**config.mk**
```make
export PLATFORM = sky130hd
export DESIGN_NAME = rtc_time_counter_with_alarm_flat
export DESIGN_NICKNAME = d
export VERILOG_FILES = /design/src/rtl/core/rtc_pkg.sv /design/src/rtl/core/rtc_ifs.sv /design/src/rtl/core/rtc_time_count.sv /design/src/rtl/core/rtc_regs.sv /design/src/rtl/core/rtc_time_counter_with_alarm.sv /design/src/flat_wrapper.sv
export SDC_FILE = /design/constraint.sdc
export NUM_CORES = 1
export LEC_CHECK = 0
export BUFFER_PORTS_ARGS = -buffer_cell sky130_fd_sc_hd__buf_2
export CAP_MARGIN = 20
export CORE_UTILIZATION = 40
export CTS_BUF_LIST = sky130_fd_sc_hd__clkbuf_16
export DETAILED_ROUTE_END_ITERATION = 6
export GPL_ROUTABILITY_DRIVEN = 1
export SYNTH_ARGS = -nofsm -noshare
export SYNTH_HDL_FRONTEND = slang
export SYNTH_SLANG_ARGS = --single-unit
```
**constraint.sdc**
```tcl
create_clock -name clk_i -period 9.23 [get_ports clk_i]
set_input_delay 0.923 -clock clk_i [delete_from_list [all_inputs] [get_ports clk_i]]
set_output_delay 0.923 -clock clk_i [all_outputs]
set_load 0.03 [all_outputs]
```
**src/rtl/core/rtc_pkg.sv**
```systemverilog
// ----------------------------------------------------------------------------
// rtc_pkg
// Shared types and register map constants of the real-time clock block.
// ----------------------------------------------------------------------------
package rtc_pkg;

  // Kinds of input beat.
  typedef enum logic [1:0] {
    ACT_TICK  = 2'd0,
    ACT_WRITE = 2'd1,
    ACT_READ  = 2'd2
  } action_e;

  // Register map.
  localparam logic [6:0] ADDR_SNAP_HI  = 7'h05;
  localparam logic [6:0] ADDR_MATCH_LO = 7'h06;
  localparam logic [6:0] ADDR_MATCH_HI = 7'h0B;
  localparam logic [6:0] ADDR_LOAD_LO  = 7'h0C;
  localparam logic [6:0] ADDR_LOAD_HI  = 7'h11;
  localparam logic [6:0] ADDR_CTRL     = 7'h12;
  localparam logic [6:0] ADDR_IRQ_EN   = 7'h13;
  localparam logic [6:0] ADDR_IRQ_CLR  = 7'h14;
  localparam logic [6:0] ADDR_MASKED   = 7'h15;
  localparam logic [6:0] ADDR_RAW      = 7'h16;

  // Control register bit positions.
  localparam int unsigned CTRL_LOAD_BIT  = 0;
  localparam int unsigned CTRL_LOCK_BIT  = 1;
  localparam int unsigned CTRL_SPARE_BIT = 2;

  // Rollover points of the time-of-day counters.
  localparam logic [5:0] SEC_LAST  = 6'd59;
  localparam logic [5:0] MIN_LAST  = 6'd59;
  localparam logic [4:0] HOUR_LAST = 5'd23;

  // Six counter bytes: sub-second, s, min, h, day low, day high.
  typedef logic [5:0][7:0] cnt_bytes_t;

  // One item as it is processed.
  typedef struct packed {
    logic       en;
    action_e    action;
    logic [6:0] addr;
    logic [7:0] data;
  } item_t;

  // Register file to counters.
  typedef struct packed {
    logic       tick;
    logic       load;
    cnt_bytes_t load_val;
  } cnt_ctrl_t;

  // Counters to register file: present value and value after one tick.
  typedef struct packed {
    cnt_bytes_t now;
    cnt_bytes_t next;
  } cnt_stat_t;

endpackage

```
**src/rtl/core/rtc_ifs.sv**
```systemverilog
// ----------------------------------------------------------------------------
// rtc_ifs
// Valid/ready channels of the real-time clock: request beats and result beats.
// ----------------------------------------------------------------------------
interface rtc_in_if;
  logic       valid;
  logic       ready;
  logic [1:0] action;
  logic [6:0] reg_addr;
  logic [7:0] write_data;

  modport source (output valid, action, reg_addr, write_data, input ready);
  modport sink   (input valid, action, reg_addr, write_data, output ready);
endinterface

interface rtc_out_if;
  logic       valid;
  logic       ready;
  logic [7:0] read_data;
  logic       alarm_irq;

  modport source (output valid, read_data, alarm_irq, input ready);
  modport sink   (input valid, read_data, alarm_irq, output ready);
endinterface

```
**src/rtl/core/rtc_time_count.sv**
```systemverilog
// ----------------------------------------------------------------------------
// rtc_time_count
// Cascaded sub-second, second, minute, hour and day counters.
// ----------------------------------------------------------------------------
module rtc_time_count
  import rtc_pkg::*;
#(
  parameter int unsigned TICKS_PER_SECOND = 100
) (
  input  logic      clk_i,
  input  logic      rst_ni,
  input  cnt_ctrl_t ctrl_i,
  output cnt_stat_t stat_o
);

  localparam logic [6:0] HundLast = 7'(TICKS_PER_SECOND - 1);

  logic [6:0]  hund_q, hund_d, hund_inc;
  logic [5:0]  sec_q, sec_d, sec_inc;
  logic [5:0]  min_q, min_d, min_inc;
  logic [4:0]  hour_q, hour_d, hour_inc;
  logic [15:0] day_q, day_d, day_inc;
  logic        hund_wrap, sec_wrap, min_wrap, hour_wrap;

  always_comb begin
    hund_wrap = (hund_q >= HundLast);
    sec_wrap  = (sec_q >= SEC_LAST);
    min_wrap  = (min_q >= MIN_LAST);
    hour_wrap = (hour_q >= HOUR_LAST);

    // Value of each counter after one tick, with the carry chain applied.
    hund_inc = hund_wrap ? '0 : hund_q + 7'd1;
    sec_inc  = sec_q;
    min_inc  = min_q;
    hour_inc = hour_q;
    day_inc  = day_q;
    if (hund_wrap) begin
      sec_inc = sec_wrap ? '0 : sec_q + 6'd1;
      if (sec_wrap) begin
        min_inc = min_wrap ? '0 : min_q + 6'd1;
        if (min_wrap) begin
          hour_inc = hour_wrap ? '0 : hour_q + 5'd1;
          if (hour_wrap) begin
            day_inc = day_q + 16'd1;
          end
        end
      end
    end

    hund_d = hund_q;
    sec_d  = sec_q;
    min_d  = min_q;
    hour_d = hour_q;
    day_d  = day_q;
    if (ctrl_i.load) begin
      hund_d = ctrl_i.load_val[0][6:0];
      sec_d  = ctrl_i.load_val[1][5:0];
      min_d  = ctrl_i.load_val[2][5:0];
      hour_d = ctrl_i.load_val[3][4:0];
      day_d  = {ctrl_i.load_val[5], ctrl_i.load_val[4]};
    end else if (ctrl_i.tick) begin
      hund_d = hund_inc;
      sec_d  = sec_inc;
      min_d  = min_inc;
      hour_d = hour_inc;
      day_d  = day_inc;
    end
  end

  always_ff @(posedge clk_i or negedge rst_ni) begin
    if (!rst_ni) begin
      hund_q <= '0;
      sec_q  <= '0;
      min_q  <= '0;
      hour_q <= '0;
      day_q  <= '0;
    end else begin
      hund_q <= hund_d;
      sec_q  <= sec_d;
      min_q  <= min_d;
      hour_q <= hour_d;
      day_q  <= day_d;
    end
  end

  assign stat_o.now  = {day_q[15:8], day_q[7:0], 3'b000, hour_q, 2'b00, min_q,
                        2'b00, sec_q, 1'b0, hund_q};
  assign stat_o.next = {day_inc[15:8], day_inc[7:0], 3'b000, hour_inc, 2'b00, min_inc,
                        2'b00, sec_inc, 1'b0, hund_inc};

  // A load takes the low bits of each load byte.
  a_load_value: assert property (@(posedge clk_i) disable iff (!rst_ni)
    ctrl_i.load |=> (hund_q == $past(ctrl_i.load_val[0][6:0]))
                 && (day_q == $past({ctrl_i.load_val[5], ctrl_i.load_val[4]})))
    else $error("counter load lost");

  // A tick below the sub-second limit only increments the sub-second count.
  a_tick_no_carry: assert property (@(posedge clk_i) disable iff (!rst_ni)
    (ctrl_i.tick && !ctrl_i.load && !hund_wrap)
      |=> (hund_q == $past(hund_q) + 7'd1) && $stable(sec_q) && $stable(day_q))
    else $error("unexpected carry on tick");

  // Without tick or load the time stands still.
  a_hold: assert property (@(posedge clk_i) disable iff (!rst_ni)
    (!ctrl_i.tick && !ctrl_i.load)
      |=> $stable(hund_q) && $stable(sec_q) && $stable(min_q) && $stable(hour_q)
          && $stable(day_q))
    else $error("counters moved while idle");

endmodule

```
**src/rtl/core/rtc_regs.sv**
```systemverilog
// ----------------------------------------------------------------------------
// rtc_regs
// Bus register file: match, load, snapshot, control, interrupt and read mux.
// ----------------------------------------------------------------------------
module rtc_regs
  import rtc_pkg::*;
(
  input  logic       clk_i,
  input  logic       rst_ni,
  input  item_t      item_i,
  input  cnt_stat_t  stat_i,
  output cnt_ctrl_t  ctrl_o,
  output logic [7:0] rd_data_o,
  output logic       irq_o
);

  cnt_bytes_t snap_q, match_q, load_q;
  logic       spare_q, irq_en_q, irq_en_d, alarm_q, alarm_d;
  logic       is_tick, is_wr, is_rd, in_match, in_load;
  logic [2:0] match_idx, load_idx, snap_idx;

  always_comb begin
    is_tick   = item_i.en && (item_i.action == ACT_TICK);
    is_wr     = item_i.en && (item_i.action == ACT_WRITE);
    is_rd     = item_i.en && (item_i.action == ACT_READ);
    in_match  = (item_i.addr >= ADDR_MATCH_LO) && (item_i.addr <= ADDR_MATCH_HI);
    in_load   = (item_i.addr >= ADDR_LOAD_LO) && (item_i.addr <= ADDR_LOAD_HI);
    match_idx = 3'(item_i.addr - ADDR_MATCH_LO);
    load_idx  = 3'(item_i.addr - ADDR_LOAD_LO);
    snap_idx  = item_i.addr[2:0];

    ctrl_o.tick     = is_tick;
    ctrl_o.load     = is_wr && (item_i.addr == ADDR_CTRL) && item_i.data[CTRL_LOAD_BIT];
    ctrl_o.load_val = load_q;

    irq_en_d = irq_en_q;
    if (is_wr && (item_i.addr == ADDR_IRQ_EN)) begin
      irq_en_d = item_i.data[0];
    end

    // The compare sees the counters as they stand after the tick.
    alarm_d = alarm_q;
    if (is_tick && (stat_i.next == match_q)) begin
      alarm_d = 1'b1;
    end else if (is_wr && (item_i.addr == ADDR_IRQ_CLR) && item_i.data[0]) begin
      alarm_d = 1'b0;
    end

    rd_data_o = '0;
    if (is_rd) begin
      priority if (item_i.addr <= ADDR_SNAP_HI) begin
        rd_data_o = snap_q[snap_idx];
      end else if (in_match) begin
        rd_data_o = match_q[match_idx];
      end else if (in_load) begin
        rd_data_o = load_q[load_idx];
      end else if (item_i.addr == ADDR_CTRL) begin
        rd_data_o = {5'b00000, spare_q, 2'b00};
      end else if (item_i.addr == ADDR_IRQ_EN) begin
        rd_data_o = {7'b0000000, irq_en_q};
      end else if (item_i.addr == ADDR_MASKED) begin
        rd_data_o = {7'b0000000, alarm_q & irq_en_q};
      end else if (item_i.addr == ADDR_RAW) begin
        rd_data_o = {7'b0000000, alarm_q};
      end else begin
        rd_data_o = '0;
      end
    end

    irq_o = alarm_d & irq_en_d;
  end

  always_ff @(posedge clk_i or negedge rst_ni) begin
    if (!rst_ni) begin
      snap_q   <= '0;
      match_q  <= '0;
      load_q   <= '0;
      spare_q  <= 1'b0;
      irq_en_q <= 1'b0;
      alarm_q  <= 1'b0;
    end else begin
      irq_en_q <= irq_en_d;
      alarm_q  <= alarm_d;
      if (is_wr && in_match) begin
        match_q[match_idx] <= item_i.data;
      end
      if (is_wr && in_load) begin
        load_q[load_idx] <= item_i.data;
      end
      if (is_wr && (item_i.addr == ADDR_CTRL)) begin
        spare_q <= item_i.data[CTRL_SPARE_BIT];
        if (item_i.data[CTRL_LOCK_BIT]) begin
          snap_q <= stat_i.now;
        end
      end
    end
  end

  // Only a read returns a nonzero byte.
  a_rd_zero: assert property (@(posedge clk_i) disable iff (!rst_ni)
    !is_rd |-> (rd_data_o == 8'h00))
    else $error("read data on a non-read beat");

  // A clear write drops the raw alarm flag.
  a_alarm_clear: assert property (@(posedge clk_i) disable iff (!rst_ni)
    (is_wr && (item_i.addr == ADDR_IRQ_CLR) && item_i.data[0]) |=> !alarm_q)
    else $error("alarm not cleared");

  // A lock captures the counters as they were before that write.
  a_lock: assert property (@(posedge clk_i) disable iff (!rst_ni)
    (is_wr && (item_i.addr == ADDR_CTRL) && item_i.data[CTRL_LOCK_BIT])
      |=> (snap_q == $past(stat_i.now)))
    else $error("snapshot mismatch");

endmodule

```
**src/rtl/core/rtc_time_counter_with_alarm.sv**
```systemverilog
// ----------------------------------------------------------------------------
// rtc_time_counter_with_alarm
// Real-time clock with alarm behind a byte-wide register bus.
// ----------------------------------------------------------------------------
// Path: an accepted request goes into the input register, then its result
//   beat into the result register, where the consumer takes it.
// Throughput: one beat per cycle while the result side is ready; the
//   counter carry chain and read mux both settle between the registers.
// Reset: asynchronous and active low; all counters, match, load and snapshot
//   bytes, control bits and the alarm flag clear at once, with no sweep.
// ----------------------------------------------------------------------------
module rtc_time_counter_with_alarm
  import rtc_pkg::*;
#(
  parameter int unsigned TICKS_PER_SECOND = 100
) (
  input  logic         clk_i,
  input  logic         rst_ni,
  rtc_in_if.sink       in_i,
  rtc_out_if.source    out_o
);

  // The input register holds one request beat. It is processed against the
  // block state in the cycle it moves into the result register, so the state
  // is always up to date for the beat behind it; beats can go back to back.
  logic       in_valid_q;
  logic [1:0] action_q;
  logic [6:0] addr_q;
  logic [7:0] data_q;

  // The result register parts the bus side from the downstream consumer.
  logic       out_valid_q;
  logic [7:0] rd_q;
  logic       irq_q;

  logic       advance;
  logic       in_take;
  item_t      item;
  cnt_ctrl_t  cnt_ctrl;
  cnt_stat_t  cnt_stat;
  logic [7:0] rd_d;
  logic       irq_d;

  // The head beat moves on when the result slot is empty or being emptied.
  assign advance     = in_valid_q && (!out_valid_q || out_o.ready);
  assign in_i.ready  = !in_valid_q || advance;
  assign in_take     = in_i.valid && in_i.ready;

  always_comb begin
    item.en     = advance;
    item.action = action_e'(action_q);
    item.addr   = addr_q;
    item.data   = data_q;
  end

  rtc_time_count #(
    .TICKS_PER_SECOND(TICKS_PER_SECOND)
  ) u_count (
    .clk_i  (clk_i),
    .rst_ni (rst_ni),
    .ctrl_i (cnt_ctrl),
    .stat_o (cnt_stat)
  );

  rtc_regs u_regs (
    .clk_i     (clk_i),
    .rst_ni    (rst_ni),
    .item_i    (item),
    .stat_i    (cnt_stat),
    .ctrl_o    (cnt_ctrl),
    .rd_data_o (rd_d),
    .irq_o     (irq_d)
  );

  always_ff @(posedge clk_i or negedge rst_ni) begin
    if (!rst_ni) begin
      in_valid_q  <= 1'b0;
      out_valid_q <= 1'b0;
    end else begin
      if (in_take) begin
        in_valid_q <= 1'b1;
      end else if (advance) begin
        in_valid_q <= 1'b0;
      end
      if (advance) begin
        out_valid_q <= 1'b1;
      end else if (out_o.ready) begin
        out_valid_q <= 1'b0;
      end
    end
  end

  // Payload registers carry no reset.
  always_ff @(posedge clk_i) begin
    if (in_take) begin
      action_q <= in_i.action;
      addr_q   <= in_i.reg_addr;
      data_q   <= in_i.write_data;
    end
    if (advance) begin
      rd_q  <= rd_d;
      irq_q <= irq_d;
    end
  end

  assign out_o.valid     = out_valid_q;
  assign out_o.read_data = rd_q;
  assign out_o.alarm_irq = irq_q;

  // Backpressure reaches the request side only when both registers are full.
  a_ready_stall: assert property (@(posedge clk_i) disable iff (!rst_ni)
    !in_i.ready |-> (in_valid_q && out_valid_q && !out_o.ready))
    else $error("request side stalled without cause");

  // Every processed beat lands in the result register.
  a_advance_out: assert property (@(posedge clk_i) disable iff (!rst_ni)
    advance |=> out_valid_q)
    else $error("processed beat lost");

  // An accepted beat is either processed next cycle or still waiting.
  a_take_held: assert property (@(posedge clk_i) disable iff (!rst_ni)
    in_take |=> in_valid_q)
    else $error("accepted beat dropped");

endmodule

```
**src/flat_wrapper.sv**
```systemverilog
// flat-port wrapper written by rule: the top's interface ports become plain ports
module rtc_time_counter_with_alarm_flat import rtc_pkg::*;
#(
  parameter int unsigned TICKS_PER_SECOND = 100
)
  (clk_i, rst_ni, in_i_valid, in_i_action, in_i_reg_addr, in_i_write_data, in_i_ready, out_o_valid, out_o_read_data, out_o_alarm_irq, out_o_ready);
  rtc_in_if in_i_i ();
  rtc_out_if out_o_i ();
  input  logic clk_i;
  input  logic rst_ni;
  input wire logic [$bits(in_i_i.valid)-1:0] in_i_valid;
  input wire logic [$bits(in_i_i.action)-1:0] in_i_action;
  input wire logic [$bits(in_i_i.reg_addr)-1:0] in_i_reg_addr;
  input wire logic [$bits(in_i_i.write_data)-1:0] in_i_write_data;
  output wire logic [$bits(in_i_i.ready)-1:0] in_i_ready;
  output wire logic [$bits(out_o_i.valid)-1:0] out_o_valid;
  output wire logic [$bits(out_o_i.read_data)-1:0] out_o_read_data;
  output wire logic [$bits(out_o_i.alarm_irq)-1:0] out_o_alarm_irq;
  input wire logic [$bits(out_o_i.ready)-1:0] out_o_ready;
  assign in_i_i.valid = in_i_valid;
  assign in_i_i.action = in_i_action;
  assign in_i_i.reg_addr = in_i_reg_addr;
  assign in_i_i.write_data = in_i_write_data;
  assign in_i_ready = in_i_i.ready;
  assign out_o_valid = out_o_i.valid;
  assign out_o_read_data = out_o_i.read_data;
  assign out_o_alarm_irq = out_o_i.alarm_irq;
  assign out_o_i.ready = out_o_ready;
  rtc_time_counter_with_alarm #(.TICKS_PER_SECOND(TICKS_PER_SECOND)) u_core (.clk_i(clk_i), .rst_ni(rst_ni), .in_i(in_i_i), .out_o(out_o_i));
endmodule
```
==> results of run 1 <==
==> per-layer routing <==
metal  share of wire  GRT usage  up-vias  routed length, um
met2            0.44      0.368      363              15200
met1            0.46      0.357     4403              15700
met4           0.028     0.0768        0                977
met5               0          0        -                  0
li1                -          -     3846                  -
met3           0.071     0.0335       48               2440
==> report_power, final <==
group | internal (W) | switching (W) | total (W)
clock network | 0.000531 | 0.000378 | 0.000910
registers | 0.000954 | 0.0000572 | 0.00101
logic | 0.0000814 | 0.000132 | 0.000213
total | 0.00157 | 0.000567 | 0.00213
==> cell usage in the layout (no fill, tap or decap), types with 4 or more instances in the layout <==
| cell type | instances |
|---|---|
| a211oi_1 | 16 |
| a21oi_1 | 48 |
| a221o_1 | 15 |
| a221oi_1 | 6 |
| a22oi_1 | 13 |
| a31oi_1 | 6 |
| and2_1 | 10 |
| and3_1 | 13 |
| and4_1 | 5 |
| buf_2 | 30 |
| buf_4 | 8 |
| clkbuf_16 | 26 |
| clkinv_1 | 5 |
| clkinv_2 | 4 |
| dfrtp_1 | 181 |
| edfxtp_1 | 26 |
| ha_1 | 11 |
| inv_1 | 26 |
| mux2_2 | 139 |
| mux2i_1 | 27 |
| mux4_2 | 21 |
| nand2_1 | 91 |
| nand2b_1 | 5 |
| nand3_1 | 32 |
| nand4_1 | 11 |
| nor2_1 | 51 |
| nor3_1 | 15 |
| nor3b_1 | 8 |
| nor4_1 | 9 |
| o2111a_1 | 4 |
| o21ai_0 | 52 |
| o22ai_1 | 12 |
| o311ai_0 | 8 |
| xnor2_1 | 27 |
| xor2_1 | 14 |
==> area by class of cell <==
class	count	area [um2]
Fill cell	2609	15400
Multi-Input combinational cell	728	5690
Sequential cell	207	5310
Clock buffer	26	651
Tap cell	378	473
Timing Repair Buffer	40	244
Clock inverter	17	104
Inverter	21	78.8
==> registers in the layout (all words and copies together) (netlist names), 7 cells and up <==
register,flops
u_core.u_count.hund_q,7
u_core.u_count.day_q,16
u_core.data_q,8
u_core.out_o.read_data,8
u_core.u_regs.match_q,48
u_core.addr_q,7
u_core.u_regs.snap_q,40
u_core.u_regs.ctrl_o,48
==> synth_stat cells, drive strengths merged, types with 3 or more instances <==
cell     number  area [um2]
a2111oi       5        76.3
a211oi       17         133
a21o          3        22.5
a21oi        49         249
a221o        15         150
a221oi        6        52.6
a22oi        13        97.6
a31oi         6        37.5
and2         10        62.6
and3         13        81.3
and4          5        43.8
buf          19         108
clkbuf       54         203
dfrtp       181        4530
edfxtp       26         781
ha           11         138
inv          20        75.1
mux2        139        1570
mux2i        27         270
mux4         21         473
nand2        92         345
nand2b        5        31.3
nand3        32         160
nand3b        3        22.5
nand4        11        68.8
nand4b        3        26.3
nor2         51         191
nor3         16        85.1
nor3b         8        60.1
nor4         10        77.6
o2111a        4        45.0
o2111ai       5        67.6
o211ai        3        27.5
o21ai        53         265
o22ai        12        75.1
o311ai        8        70.1
or2           3        18.8
or4           3        26.3
xnor2        27         236
xor2         14         123
==> cells by family after synthesis <==
kind of cell | synth area share
adder cells (fa/ha/maj) | 0.0130
flip-flops | 0.466
XOR/XNOR | 0.0315
AND/OR/NAND/NOR | 0.119
AO/OA/AOI/OAI | 0.134
buffers and inverters | 0.0342
multiplexers | 0.203
==> critical path, cell delays in order, from the launching register on <==
cell      delay, ps
edfxtp_1        830
clkinv_1        640
ha_1            430
nand2_1          80
o22ai_1          70
a21oi_1         890
a21oi_1         390
a22oi_1         490
a211oi_1        150
==> metrics by stage <==
| stage | area [um2] | hold WS [ps] | utilization | std cells |
|---|---|---|---|---|
| 3_5_place_dp | 11800 | 466 | 0.422 | 1374 |
| 3_3_place_gp | 11800 | 458 | 0.422 | 1373 |
| 4_1_cts | 12600 | 478 | 0.449 | 1417 |
| 6_report | 12600 | 477 | 0.449 | 1417 |
| 2_1_floorplan | 11400 | 445 | - | 1029 |
| 5_1_grt | 12600 | 507 | 0.449 | 1417 |
==> path summary, 6_finish.rpt <==
path / startpoint / end / slack (ps) / cells after the start
setup / recovery: u_core.addr_q[2] / u_core.out_o.read_data[7] / 4980 / 8
hold / removal: u_core.u_regs.snap_q[19] / u_core.u_regs.snap_q[19] / 480 / 2
setup reg to reg: u_core.addr_q[2] / u_core.out_o.read_data[7] / 4980 / 8
hold reg to reg: u_core.u_regs.snap_q[19] / u_core.u_regs.snap_q[19] / 480 / 2
max in group asynchronous: rst_ni / u_core.u_regs.ctrl_o[6] / 7180 / 2
min in group asynchronous: rst_ni / u_core.u_regs.snap_q[44] / 520 / 1
==> metrics.txt, run 1 <==
CTS resizes 0; Pwr per Cell Area 170 nW/um2; Max-Cap Viols 0; TritonCTS buffer count 24; # port buffers 31; HP Class flop to flop; core area approximately 28000 um2; Tmin final between 4000 and 5000 ps; Setup Skew around 9 ps; Layout area overhead 10.2%; post-CTS setup buffers 0; CTS root buffer clkbuf_16; H-tree depth 1; TritonRoute pass-1 iters 5; Max VDD drop roughly 0.13 mV; unrepaired setup endpoints after global routing false; Max clock buf depth 3; Final Hold Fails 0; Mapped Nets 1061; Total GRT Usage 0.243; asr flop ratio synth 0.874; total power between 0.002 and 0.0025 W; Setup-failing EPs final 0; fin crit share 0.461; via count ~8700; largest net degree at the start of global routing between 100 and 150; status completed; clk_lat worst skew 520 ps; share of cells above drive strength 1 0.240; die width between 150 and 200 um; FMAX 0.235 GHz; FP Rows between 60 and 70; post-synth cell types 74; sequential area share after synthesis 0.466; Synth Area per Inst around 11 um2; Detailed Place HPWL 24.8 mm; drt drc 0; #FFs+latches synth 207; GP Congestion around 0.98; antenna viol nets, final 0; Worst EP required 9480 ps; clk slew on worst S/H paths ~60 ps; antenna violations before repair 0; total global routing overflow 0; Routed WL between 30 and 40 mm; antenna cells 0; CP Max Fanout 21; Iteration-0 DRC Markers between 1000 and 1500; via/cell ratio roughly 6.1; # IOs 32; mapped cell area about 11000 um2; setup slack after layout about 5000 ps; Setup TNS 0 ps; Critical Path AT 4500 ps; cts hold-fix bufs 0; Synth Flop Type dfrtp_1; crit path kind flop to flop; YS warnings 0; Num Clock Sinks roughly 210; CP Capture Type flop; number of synthesized flops with an enable pin 26; Slew headroom 0.272; vias in the first global route 8306; Gate Count Post-Synth approximately 1000; Slew Viols, Final 0; die area 29200 um2; CTS tree yes; pre-CTS setup slack 5250 ps; Critical Path Start Type flop; Die Y between 150 and 200 um; Starting Density 0.408; Leak Pwr roughly 5.5 nW; Worst-Margin Slew 1090 ps; final net count roughly 1100; wire length per cell about 24 um; first-pass GRT wire length between 50 and 60 mm
Note: power is estimated with default switching activity, not from simulation.
==> run 2, diff against run 1 <==
==> constraint.sdc (replaced) <==
create_clock -name clk_i -period 4.2 [get_ports clk_i]
set_input_delay 0.42 -clock clk_i [delete_from_list [all_inputs] [get_ports clk_i]]
set_output_delay 0.42 -clock clk_i [all_outputs]
set_load 0.03 [all_outputs]
==> run 2 against run 1 <==
  * Worst setup slack got worse by 4300 ps
  * Clock skew increased by 7.0 ps
  * Register-to-register slack got worse by 4300 ps
  * Sequential share of layout area decreased by 0.42 points
  * Power increased by 130%
==> metrics.txt, run 2 (synthesis gave the netlist of run 1 again) <==
wire length per cell 25.0 um (was 24.2 um); CTS root buffer clkbuf_16 (unchanged); Reg area 5310 um2 (unchanged); largest net degree at the start of global routing 110 (was 111); CTS tree yes (unchanged); HP Class input port to asynchronous set/reset pin (was flop to flop); Internal 0.00360 W (was 0.00157 W); vias in the first global route 8365 (was 8306); Leak Pwr 5.59 nW (was 5.52 nW); core area 27900 um2 (unchanged); Seq pwr share 0.454 (was 0.474); share of cells above drive strength 1 0.249 (was 0.240); GP Congestion 0.957 (was 0.980); CTS resizes 0 (unchanged); pre-CTS setup slack 774 ps (was 5250 ps); status completed (unchanged); Switching Share 0.264 (was 0.266); Max clock buf depth 3 (unchanged); Pwr per Cell Area 386 nW/um2 (was 170 nW/um2); crit path kind flop to flop (unchanged); via/cell ratio 6.07 (was 6.11); setup slack after layout 724 ps (was 4980 ps); Tmin final 3480 ps (was 4250 ps); TritonRoute pass-1 iters 5 (unchanged); cts hold-fix bufs 0 (unchanged); Max-Cap Viols 0 (unchanged); Slew Viols, Final 0 (unchanged); die width 171 um (unchanged); clk slew on worst S/H paths 60 ps (about the same); FP Rows 61 (unchanged); antenna viol nets, final 0 (unchanged); Detailed Place HPWL 26.3 mm (was 24.8 mm); first-pass GRT wire length 53.7 mm (was 52.6 mm); most frequent cells in the layout dfrtp_1 (181), mux2_2 (139), nand2_1 (91), o21ai_0 (52), nor2_1 (51) (unchanged); Starting Density 0.408 (unchanged); die area 29200 um2 (unchanged); CP Max Fanout 8 (was 21); Max VDD drop 0.240 mV (was 0.126 mV); Setup TNS 0 ps (unchanged); FMAX 0.288 GHz (was 0.235 GHz); CP Capture Type flop (unchanged); TritonCTS buffer count 24 (unchanged); sw power 0.00129 W (was 0.000567 W); # port buffers 31 (unchanged); antenna cells 0 (unchanged); Die Y 171 um (unchanged); antenna violations before repair 0 (unchanged); unrepaired setup endpoints after global routing false (unchanged); Critical Path AT 3840 ps (was 4500 ps); Setup-failing EPs final 0 (unchanged); Critical Path Start Type flop (unchanged); Comb pwr share 0.100 (about the same); clk_lat worst skew 540 ps (was 520 ps); Util after Layout 0.454 (was 0.449); Worst EP required 4570 ps (was 9480 ps); commonest non-fill, non-tap cell in the layout dfrtp_1 (unchanged); Setup Skew 15.9 ps (was 8.93 ps); Worst-Margin Slew 1070 ps (was 1090 ps); final net count 1062 (was 1054); drt drc 0 (unchanged); Layout area overhead 11.3% (was 10.2%); Num Clock Sinks 207 (unchanged); Total GRT Usage 0.251 (was 0.243); H-tree depth 1 (unchanged); Clock power frac 0.446 (was 0.426); FILL cells 2640 (was 2609); total global routing overflow 0 (unchanged); post-CTS setup buffers 0 (unchanged); footprint of the multi-input gates 5690 um2 (unchanged); Slew headroom 0.287 (was 0.272); Final Hold Fails 0 (unchanged); Routed WL 35.6 mm (was 34.3 mm); Iteration-0 DRC Markers 964 (was 1015); via count 8660 (unchanged); fin crit share 0.828 (was 0.461); # IOs 32 (unchanged)
run 2: changes by cell type in the layout (fill, tap and decap cells not counted), sizes merged:
cell | before | now
buf | 39 | 47
bufinv | 1 | 4
clkinv | 10 | 12
inv | 26 | 24
clkbuf | 27 | 26
clkinvlp | 1 | 0
run 2: area by class of cell:
cell class	count	share of cell area
clock inverters	19	0.0153
flip-flops and latches	207	0.419
clock buffers	25	0.0493
repair buffers	48	0.0240
multi-input cells	728	0.449
inverters	21	0.00622
well taps	378	0.0373
run 2: per-stage QoR:
stage / hold WS [ps] / cells / power [W] / cell area [um2]
6_report: 5.24 / 1426 / 0.00490 / 12700
5_1_grt: 39.5 / 1426 / 0.00507 / 12700
4_1_cts: 36.4 / 1426 / 0.00494 / 12700
3_5_place_dp: 475 / 1382 / 0.00274 / 11900
3_3_place_gp: 456 / 1382 / 0.00274 / 11900
2_1_floorplan: 124 / 1029 / 0.00255 / 11400
run 2: metal layers:
layer | GRT usage | part of all wire
met1 | 0.361 | 0.45
met2 | 0.388 | 0.45
met3 | 0.0467 | 0.081
met4 | 0.0591 | 0.019
met5 | 0 | 0
run 2: power by group through the flow:
stage / Sequential, W / Clock [W] / Combinational (W)
after CTS: 0.00222 / 0.00223 / 0.000493
after global placement: 0.00225 / 0 / 0.000489
final: 0.00222 / 0.00218 / 0.000492
after global routing: 0.00223 / 0.00231 / 0.000534
after detailed placement: 0.00225 / 0 / 0.000490
after floorplan: 0.00219 / 0 / 0.000357
run 2: final timing paths:
kind                                           from                       end  slack (ps)  cells after the start
min reg2reg                u_core.u_regs.snap_q[19]  u_core.u_regs.snap_q[19]         480                      2
max                         u_core.u_count.sec_q[1]    u_core.out_o.alarm_irq         720                      9
max reg2reg                 u_core.u_count.sec_q[1]    u_core.out_o.alarm_irq         720                      9
min                                          rst_ni  u_core.u_regs.snap_q[44]           5                      1
max in group asynchronous                    rst_ni  u_core.u_regs.match_q[6]        3190                      2
min in group clk_i                 in_i_reg_addr[1]          u_core.addr_q[1]          50                      1
run 2: worst max-delay path, cell delays in order (launching register included):
cell and delay (ps):
dfrtp_1 480, ha_1 340, o2111ai_2 290, a2111oi_4 600
nand2_1 230, nor3_2 550, and4_1 270, o21ai_0 110
nand4b_1 220, o32ai_2 210
==> run 3, diff against run 2 <==
==> constraint.sdc (replaced) <==
create_clock -name clk_i -period 2.95 [get_ports clk_i]
set_input_delay 0.295 -clock clk_i [delete_from_list [all_inputs] [get_ports clk_i]]
set_output_delay 0.295 -clock clk_i [all_outputs]
set_load 0.03 [all_outputs]
==> run 3 against run 2 <==
  * Global-route usage rose by 0.71 points
  * Hold slack improved by 69 ps
  * Register-to-register slack got worse by 700 ps
  * Critical path type unchanged
  * Critical endpoint is now u_core.u_regs.alarm_q
==> metrics.txt, run 3 (synthesis gave the netlist of run 1 again) <==
status completed (unchanged); TritonRoute pass-1 iters 5 (unchanged); FMAX 0.341 GHz (was 0.288 GHz); Seq pwr share 0.449 (was 0.454); Clock power frac 0.416 (was 0.446); Reg2Reg Capture Point u_core.u_regs.alarm_q (was u_core.out_o.alarm_irq); CP Capture Type flop (unchanged); FP Rows 61 (unchanged); Detailed Place HPWL 27.0 mm (was 26.3 mm); Internal 0.00504 W (was 0.00360 W); fin crit share 0.993 (was 0.828); Pwr per Cell Area 508 nW/um2 (was 386 nW/um2); Setup Skew 7.28 ps (was 15.9 ps); drt drc 0 (unchanged); # port buffers 31 (unchanged); Post-Layout Cell Count 1539 (was 1426); setup slack, reg-to-reg 20 ps (was 720 ps); hold path depth 3; worst r2r src u_core.u_count.sec_q[0] (was u_core.u_count.sec_q[1]); Cell Area, Placed 12600 um2 (was 11900 um2); # IOs 32 (unchanged); Routed WL 36.3 mm (was 35.6 mm); Die Y 171 um (unchanged); clk_lat worst skew 530 ps (was 540 ps); Switching Share 0.272 (was 0.264); Setup-failing EPs final 0 (unchanged); GP Congestion 1.01 (was 0.957); sw power 0.00188 W (was 0.00129 W); TritonCTS buffer count 24 (unchanged); die area 29200 um2 (unchanged); Worst EP required 3380 ps (was 4570 ps); Critical Path Start Type flop (unchanged); commonest non-fill, non-tap cell in the layout dfrtp_1 (unchanged); Num Clock Sinks 207 (unchanged); most frequent cells in the layout dfrtp_1 (180), mux2_2 (139), buf_4 (106), nand2_1 (90), o21ai_0 (52) (was dfrtp_1 (181), mux2_2 (139), nand2_1 (91), o21ai_0 (52), nor2_1 (51)); share of cells above drive strength 1 0.314 (was 0.249); crit path kind flop to flop (unchanged); wire length per cell 23.6 um (was 25.0 um); CP Max Fanout 7 (was 8); Max-Cap Viols 0 (unchanged); Max clock buf depth 3 (unchanged); Worst-Margin Slew 777 ps (was 1070 ps); Critical Path AT 3360 ps (was 3840 ps); Design Area, Final 13600 um2 (was 12700 um2); antenna viol nets, final 0 (unchanged); core area 27900 um2 (unchanged); Comb pwr share 0.136 (was 0.100); Layout area overhead 19.7% (was 11.3%); Leak Pwr 6.11 nW (was 5.59 nW); H-tree depth 1 (unchanged); die width 171 um (unchanged); unrepaired setup endpoints after global routing true (was false); Worst Reg-to-Reg Cells 10 (was 9); Slew headroom 0.475 (was 0.287); Starting Density 0.408 (unchanged); clk slew on worst S/H paths 60 ps (about the same); Total GRT Usage 0.258 (was 0.251); antenna violations before repair 0 (unchanged); HP Class input port to flop (was input port to asynchronous set/reset pin); Max VDD drop 0.472 mV (was 0.240 mV); CTS root buffer clkbuf_16 (unchanged); via count 9145 (was 8660); Util after Layout 0.488 (was 0.454); vias in the first global route 8836 (was 8365); largest net degree at the start of global routing 79 (was 110); final net count 1175 (was 1062); Iteration-0 DRC Markers 834 (was 964); CTS tree yes (unchanged); via/cell ratio 5.94 (was 6.07); Tmin final 2930 ps (was 3480 ps); DP Cell Count 1472 (was 1382); first-pass GRT wire length 55.5 mm (was 53.7 mm); Final Hold Fails 0 (unchanged); Setup TNS 0 ps (unchanged); end of the critical path u_core.u_regs.alarm_q (was u_core.out_o.alarm_irq); Slew Viols, Final 0 (unchanged); antenna cells 0 (unchanged); total global routing overflow 0 (unchanged); CP Launch Point u_core.u_count.sec_q[0] (was u_core.u_count.sec_q[1])
==> run 3: cell types whose count changed in the layout (fill, tap and decap cells not counted), sizes merged <==
cell / previous run / this run
clkbuf: 26 / 25
clkinv: 12 / 14
dlygate4sd3: 0 / 19
bufinv: 4 / 2
buf: 47 / 141
clkinvlp: 0 / 4
inv: 24 / 21
==> run 3: worst min path at each step <==
stage	startpoint	to	slack, ps
after floorplan	rst_ni	u_core.in_valid_q	-0.6
after global placement	rst_ni	u_core.u_regs.snap_q[43]	370
after detailed placement	rst_ni	u_core.u_regs.snap_q[43]	370
after CTS	out_o_ready	u_core.out_o.valid	70
after global routing	out_o_ready	u_core.in_valid_q	100
final	out_o_ready	u_core.out_o.valid	70
==> run 3: layout make-up <==
cell class / instances / area, um2
Clock buffer: 24 / 601
Fill cell: 2557 / 14300
Clock inverter: 20 / 160
Tap cell: 378 / 473
Timing Repair Buffer: 161 / 1240
Inverter: 21 / 78.8
Multi-Input combinational cell: 728 / 5760
Sequential cell: 207 / 5310
==> run 3: what timing repair did <==
action / in CTS / in global routing
endpoints found under the setup margin: 2 / 3
gates resized for setup: 7 / 9
buffers inserted: 4 / 0
pin swaps: 8 / 9
hold buffers: 19 / 0
hold endpoints to repair: 92 / 0
==> run 3: routing by layer <==
layer  global-route usage  part of all wire  vias to the layer above
li1                     -                 -                     4112
met1                0.367              0.44                     4605
met2                0.392              0.44                      377
met3               0.0569             0.089                       51
met4               0.0721             0.027                        0
met5                    0                 0                        -
==> run 3: power by group through the flow <==
stage	logic [W]	registers (W)	clock network, W
after floorplan	0.000507	0.00312	0
after global placement	0.000825	0.00315	0
after detailed placement	0.000832	0.00315	0
after CTS	0.000900	0.00310	0.00294
after global routing	0.00100	0.00312	0.00304
final	0.000940	0.00311	0.00288
==> run 3: worst max-delay path: stages, from the launching register on <==
cell and delay [ps]:
dfrtp_1 350, ha_2 250, o2111ai_2 230, a21oi_1 300
nand3_1 250, nor4b_1 510, xnor2_1 170, and4_1 200
nand4_1 140, buf_4 180, o31ai_1 240
==> run 3: through the flow <==
stage | total power [W] | hold slack, ps | worst slack [ps]
finish | 0.00692 | 74.6 | 20.3
global route | 0.00716 | 95.0 | -68.5
CTS | 0.00693 | 68.5 | 20.1
detailed placement | 0.00398 | 370 | -57.9
global placement | 0.00397 | 370 | -54.1
floorplan | 0.00363 | -0.591 | -38.3
